$ cat config.mk
export PLATFORM = sky130hd
export DESIGN_NAME = adtq_ctrl
export DESIGN_NICKNAME = d
export VERILOG_FILES = /design/src/design/adtq_pkg.sv /design/src/design/adtq_ctrl.sv
export SDC_FILE = /design/constraint.sdc
export NUM_CORES = 1
export LEC_CHECK = 0
export ABC_AREA = 0
export BUFFER_PORTS_ARGS = -buffer_cell sky130_fd_sc_hd__buf_2
export CAP_MARGIN = 15
export CORE_AREA = 3 3 40 42
export DETAILED_ROUTE_END_ITERATION = 6
export DIE_AREA = 0 0 43 45
export GPL_TIMING_DRIVEN = 0
export PLACE_DENSITY = 0.42
export SYNTH_ARGS = -nofsm -noshare
export SYNTH_HDL_FRONTEND = slang
export SYNTH_SLANG_ARGS = --single-unit
$ cat constraint.sdc
create_clock -name clock -period 1.9 [get_ports clock]
set_input_delay 0.19 -clock clock [delete_from_list [all_inputs] [get_ports clock]]
set_output_delay 0.19 -clock clock [all_outputs]
set_load 0.1 [all_outputs]
$ cat src/design/adtq_pkg.sv
`default_nettype none

package adtq_pkg;

   // Queue geometry
   localparam int QUEUE_DEPTH = 64;
   localparam int PTR_W = (QUEUE_DEPTH > 1) ? $clog2(QUEUE_DEPTH) : 1;
   localparam int CNT_W = $clog2(QUEUE_DEPTH + 1);

   // Widths of the item fields
   localparam int LEN_W  = 16;
   localparam int SEQ_W  = 32;
   localparam int WORD_W = 32;
   localparam int WIN_W  = 16;
   localparam int PROD_W = WORD_W + WIN_W;
   localparam int QCNT_W = 7;

   // Configuration register reset values
   localparam logic [WORD_W-1:0] INITIAL_BUFFER_RESET = 32'd65536;
   localparam logic [WORD_W-1:0] LINE_RATE_RESET      = 32'd1000;

   // Configuration register indexes
   localparam logic REG_INITIAL_BUFFER = 1'b0;
   localparam logic REG_LINE_RATE      = 1'b1;

   // Input commands
   typedef enum logic [1:0] {
      CMD_ARRIVAL = 2'd0,
      CMD_TX_END  = 2'd1,
      CMD_CONTROL = 2'd2
   } command_type;

   // Result actions
   typedef enum logic [2:0] {
      ACT_SENT     = 3'd0,
      ACT_QUEUED   = 3'd1,
      ACT_DROPPED  = 3'd2,
      ACT_IDLE     = 3'd3,
      ACT_ADJUSTED = 3'd4
   } action_type;

   // Controller states
   typedef enum logic [2:0] {
      ST_IDLE,
      ST_ARRIVE,
      ST_DEPART,
      ST_PREP,
      ST_MUL,
      ST_ADJUST
   } state_type;

   // Input item
   typedef struct packed {
      logic [1:0]        command;
      logic [LEN_W-1:0]  packet_length;
      logic [SEQ_W-1:0]  packet_seq;
      logic [WORD_W-1:0] forecast_load;
      logic [WIN_W-1:0]  control_window;
   } req_type;

   // Result item
   typedef struct packed {
      logic [2:0]        action;
      logic [LEN_W-1:0]  item_length;
      logic [SEQ_W-1:0]  item_seq;
      logic [WORD_W-1:0] bytes_used;
      logic [WORD_W-1:0] limit_now;
      logic [QCNT_W-1:0] packets_queued;
      logic              link_busy;
   } rsp_type;

   // Controller to datapath
   typedef struct packed {
      logic capture;
      logic send;
      logic enqueue;
      logic drop;
      logic pop;
      logic go_idle;
      logic prep;
      logic mul;
      logic adjust;
   } ctrl_cmd_type;

   // Datapath to controller
   typedef struct packed {
      logic link_busy;
      logic fits;
      logic queue_empty;
   } dp_status_type;

endpackage

`default_nettype wire

$ cat src/design/adtq_ctrl.sv
`default_nettype none

module adtq_ctrl (
   input  wire logic                   clock,
   input  wire logic                   reset,
   input  wire logic                   start,
   input  wire logic [1:0]             req_command,
   input  wire adtq_pkg::dp_status_type status,
   output      adtq_pkg::ctrl_cmd_type cmd,
   output      logic                   busy
);

   adtq_pkg::state_type state_ff;
   adtq_pkg::state_type state_in;

   // State register
   always_ff @(posedge clock) begin
      if (reset) begin
         state_ff <= adtq_pkg::ST_IDLE;
      end else begin
         state_ff <= state_in;
      end
   end

   // Next state and datapath commands
   always_comb begin
      state_in = state_ff;
      cmd      = '0;
      unique case (state_ff)
         adtq_pkg::ST_IDLE: begin
            if (start) begin
               cmd.capture = 1'b1;
               case (req_command)
                  adtq_pkg::CMD_ARRIVAL: state_in = adtq_pkg::ST_ARRIVE;
                  adtq_pkg::CMD_TX_END:  state_in = adtq_pkg::ST_DEPART;
                  adtq_pkg::CMD_CONTROL: state_in = adtq_pkg::ST_PREP;
                  default:               state_in = adtq_pkg::ST_IDLE;
               endcase
            end
         end
         adtq_pkg::ST_ARRIVE: begin
            // idle link sends at once; busy link queues or drops
            if (!status.link_busy) begin
               cmd.send = 1'b1;
            end else if (status.fits) begin
               cmd.enqueue = 1'b1;
            end else begin
               cmd.drop = 1'b1;
            end
            state_in = adtq_pkg::ST_IDLE;
         end
         adtq_pkg::ST_DEPART: begin
            if (status.queue_empty) begin
               cmd.go_idle = 1'b1;
            end else begin
               cmd.pop = 1'b1;
            end
            state_in = adtq_pkg::ST_IDLE;
         end
         adtq_pkg::ST_PREP: begin
            cmd.prep = 1'b1;
            state_in = adtq_pkg::ST_MUL;
         end
         adtq_pkg::ST_MUL: begin
            cmd.mul  = 1'b1;
            state_in = adtq_pkg::ST_ADJUST;
         end
         adtq_pkg::ST_ADJUST: begin
            cmd.adjust = 1'b1;
            state_in   = adtq_pkg::ST_IDLE;
         end
         default: begin
            state_in = adtq_pkg::ST_IDLE;
         end
      endcase
   end

   assign busy = (state_ff != adtq_pkg::ST_IDLE);

endmodule

`default_nettype wire

# ---- After elaboration in Yosys (flattened, before gate mapping)
# Cells that the tools add are included.
dict set report classes {
  multipliers 0
  reduce_logical 3
  shifts 0
  eq_ne 8
  order_cmp 0
  mux 16
  div 0
  n_bitwise 0
  n_addsub 0
}
# operator count
set op_table {}
lappend op_table {{1-bit two-way mux} 10}
lappend op_table {{3-bit one-hot mux with 3 select lines} 1}
lappend op_table {{3-bit by 2-bit == test with 1-bit output (second input constant)} 2}
lappend op_table {{3-bit == test (second input constant)} 2}
lappend op_table {{3-bit two-way mux} 2}
lappend op_table {{2-bit one-hot mux with 3 select lines} 1}
lappend op_table {{2-bit two-way mux} 2}
lappend op_table {{3-bit by 1-bit == test with 1-bit output (second input constant)} 1}
lappend op_table {{3-bit logical NOT} 1}
lappend op_table {{3-bit nonzero test} 1}
lappend op_table {{2-bit by 1-bit == test with 1-bit output (second input constant)} 1}
lappend op_table {{2-bit == test (second input constant)} 1}
lappend op_table {{2-bit logical NOT} 1}
lappend op_table {{2-bit inequality test (second input constant)} 1}
dict set report word_totals {
  reg_bits 3
  output_inout_bits 10
  latch_bits 0
  romBits 0
  wordCells 28
  n_memories 0
  inputBits 8
  ram_bits 0
}

# ---- Depth between registers and ports, before layout
dict set report logic_depth {
  word_depth 4
  ltp_mapped 5
  ltp_nobuf 5
}

# ---- Least setup slack after synthesis
# No wires, ideal clock.
dict set report synth_path {
  kind {flip-flop to output port}
  start {reg state_ff[1]}
  end {out cmd[4] (netlist bit)}
  t_required_ns 1.710
  stages_incl_launch_ff 2
  path_slack_ns -1.808
  arrival_time_ns 3.518
  path_buffers 0
  cell_sequence {dfxtp_1 > nor4b_1}
}
# item line
set synth_lines {}
lappend synth_lines {{from (decl)} adtq_ctrl.sv:13} ;# adtq_pkg::state_type state_ff;
lappend synth_lines {{from (signal assigned)} adtq_ctrl.sv:19} ;# state_ff <= adtq_pkg::ST_IDLE;
lappend synth_lines {{from (signal assigned)} adtq_ctrl.sv:21} ;# state_ff <= state_in;
lappend synth_lines {{to (decl)} adtq_ctrl.sv:9} ;# output adtq_pkg::ctrl_cmd_type cmd,

==> metrics.md <==
| Metric | Value |
|---|---|
| Hold Buf Count CTS | `0` |
| Share of cells above drive strength 1 | `61.2%` |
| Multi-input gate area | `204 sq um` |
| Syn Std Cell Area | `245 sq um` |
| H-tree levels | `1` |
| Synth top area share | `24.5%` |
| Post_cts resized | `0` |
| Clk sinks | `3` |
| R2r worst-path depth | `3` |
| Synth Instances | `28` |
| Pwr dens | `665 mW/mm^2` |
| Total number of vias | `257` |
| CP Cell Sequence | `or3_4, nor2_4, buf_2` |
| Most flops, register | `state_ff` |
| Final setup TNS | `0 ns` |
| Yosys warns | `0` |
| Core region area | `0.00128 sq mm` |
| CTS tree | `done` |
| RSZ-0062 raised after global routing | `false` |
| Antenna violations before repair | `0` |
| Die Wd | `43 um` |
| First-pass GRT wire length | `1010 um` |
| Clk_lat worst skew | `0.23 ns` |
| Mapped Nets | `39` |
| Final ANT Viol Nets | `0` |
| Relative slew slack | `67.7%` |
| Drt wl/cell | `9.27 um` |
| HPWL Detailed | `462 um` |
| Maxcap violations | `0` |
| Yosys top cell by area | `dfxtp_1` |
| Synth cell types | `16` |
| DRT iter0 DRCs | `8` |
| Number of diodes | `0` |
| CTS Buf Count | `3` |
| Post-synthesis sequential area ratio | `24.5%` |
| Period utilization | `92.6%` |
| Top-count cell post-synth | `nor2_1` |
| Final Max Slew Viols | `0` |
| WHS Path Cells | `2` |
| Combinational share of power | `33.7%` |
| Row Count | `13` |
| Top FF cell, synth | `dfxtp_1` |
| Worst clock skew | `0.000185 ns` |
| First drt pass iteration count | `2` |
| Hold WS | `0.151 ns` |
| RD Place Congestion | `0.598` |
| Routed wire length | `593 um` |
| Pin count of the biggest net entering global routing | `9` |
| Async SR Flop Fraction | `0%` |
| Initial Utilization | `19.1%` |
| Clock buffer depth | `2` |
| DIE AREA | `0.00194 sq mm` |
| DRC violations left | `0` |
| Max VDD drop | `0.000216 V` |
| Regs by FF count | `state_ff (3)` |
| Post-synth EDFFs | `0` |
| R2r endpoint | `state_ff[1]$_SDFFE_PP0P_` |
| # fillers | `147` |
| Vias in the first global route | `242` |
| Fin nets | `61` |
| Grt ovf | `0` |
| CP max stage cell | `or3_4` |
| All-Layer GR Usage | `7.72%` |
| Psw | `0.106 mW` |
| Fin. Hold Viols | `0` |
| Register Area | `60.1 sq um` |
| Commonest cells post-synth | `nor2_1 (4), dfxtp_1 (3), ha_1 (3), inv_1 (3)` |
| Mean Syn Cell Area | `8.76 sq um` |
| HP Class | `in2reg` |
| Sequential Power Share | `25.9%` |
| Worst Path Arrival | `1.57 ns` |
| Clock power frac | `40.3%` |
| Worst hold path endpoint | `state_ff[2]$_SDFFE_PP0P_` |
| Clock slew at reported path FFs | `0.04 ns` |
| FF-to-FF setup slack | `0.79 ns` |
| Worst-Margin Slew | `0.488 ns` |
| Count of final setup violators | `0` |
| Yosys reg bits | `3` |
| Worst setup SP type | `register` |
| CP top delay family | `simple AND/OR/NAND/NOR gates` |
| Number of flip-flops in the largest register | `3` |
| Max Fclk | `0.568 GHz` |
| Period minus WS final | `1.76 ns` |
| Area growth syn-to-layout | `68.4%` |
| Switching Fraction | `38.8%` |
| Crit path kind | `reg2out` |
| Post-CTS Repair Setup Buffers | `0` |
| IO buf count | `17` |
| Slowest stage delay, CP | `0.44 ns` |
| Pwr Total | `0.274 mW` |
| Leak | `0.224 nW` |
| Crit. End Element | `output port` |
| Vias per inst | `4.02` |
| CTS Root Cell | `clkbuf_4` |
| Synth area leaders | `dfxtp_1 (24%), ha_1 (15%), and3b_2 (8.2%)` |
| Critical R2R Launch | `state_ff[0]$_SDFFE_PP0P_` |
| Int Power | `0.168 mW` |
| I/O Pins | `18` |
| Worst endpoint required time | `1.71 ns` |
| Hold path start | `reset` |
| Critical path buffer and inverter count | `1` |
| Outcome | `complete, no violations` |
| Die boundary height | `45 um` |
| Worst-path fanout max | `8` |
-- kinds of logic after synthesis --
| family | synth area share [%] |
|---|---|
| buffers and inverters | 4.59 |
| AOI/OAI and AO/OA | 3.06 |
| adders and majority gates | 15.3 |
| DFF | 24.5 |
| and+or+nand+nor | 52.5 |
-- per-layer routing --
| layer | vias to the layer above | GRT usage (%) | share of wire (%) |
|---|---|---|---|
| li1 | 141 | - | - |
| met1 | 102 | 9.33 | 44 |
| met2 | 12 | 8.68 | 44 |
| met3 | 2 | 2.79 | 10 |
| met4 | 0 | 10.8 | 2.4 |
| met5 | - | 0 | 0 |
-- area by class of cell --
class                   count  area share (%)
clock buffers               4            6.36
inverters                   3            2.73
multi-input cells          22            49.4
flip-flops and latches      3            14.5
well taps                  15            4.55
repair buffers             17            22.4
-- worst max-delay path by stage --
stage,startpoint,endpoint,cells after the start
global placement,state_ff[0]$_SDFFE_PP0P_,cmd[6],3
floorplan,state_ff[2]$_SDFFE_PP0P_,state_ff[2]$_SDFFE_PP0P_,3
detailed placement,state_ff[0]$_SDFFE_PP0P_,cmd[7],3
global route,state_ff[0]$_SDFFE_PP0P_,cmd[8],3
finish,state_ff[0]$_SDFFE_PP0P_,cmd[8],3
CTS,state_ff[0]$_SDFFE_PP0P_,cmd[7],3
-- per-stage QoR --
stage	util (%)	instances	instance area, sq um	setup WS (ns)
floorplan	-	28	270	-0.0965
global placement	29.1	60	374	0.286
detailed placement	29.1	60	374	0.305
CTS	31.2	64	400	0.0392
global route	32.1	64	413	0.0694
finish	32.1	64	413	0.140
-- layout by cell type (no fill, tap or decap) --
cell / instances
nor4b_4: 1
and3_1: 1
and4bb_2: 1
inv_1: 3
nand2_1: 1
nor2_1: 3
nor2_2: 1
or3_4: 1
ha_1: 3
nor2_4: 1
o21a_1: 1
nor3b_2: 2
nor3_1: 2
dfxtp_1: 3
clkbuf_1: 1
buf_2: 14
nor2b_2: 1
and3b_1: 1
clkbuf_4: 6
and3b_2: 2
-- power groups by stage --
stage	registers (mW)	logic (mW)	clock network, mW
2_1_floorplan	0.0706	0.0735	0
3_3_place_gp	0.0721	0.0925	0
3_5_place_dp	0.0721	0.0920	0
4_1_cts	0.0711	0.0925	0.117
5_1_grt	0.0717	0.0983	0.132
6_report	0.0712	0.0925	0.111
(Power assumes the default switching activity.)
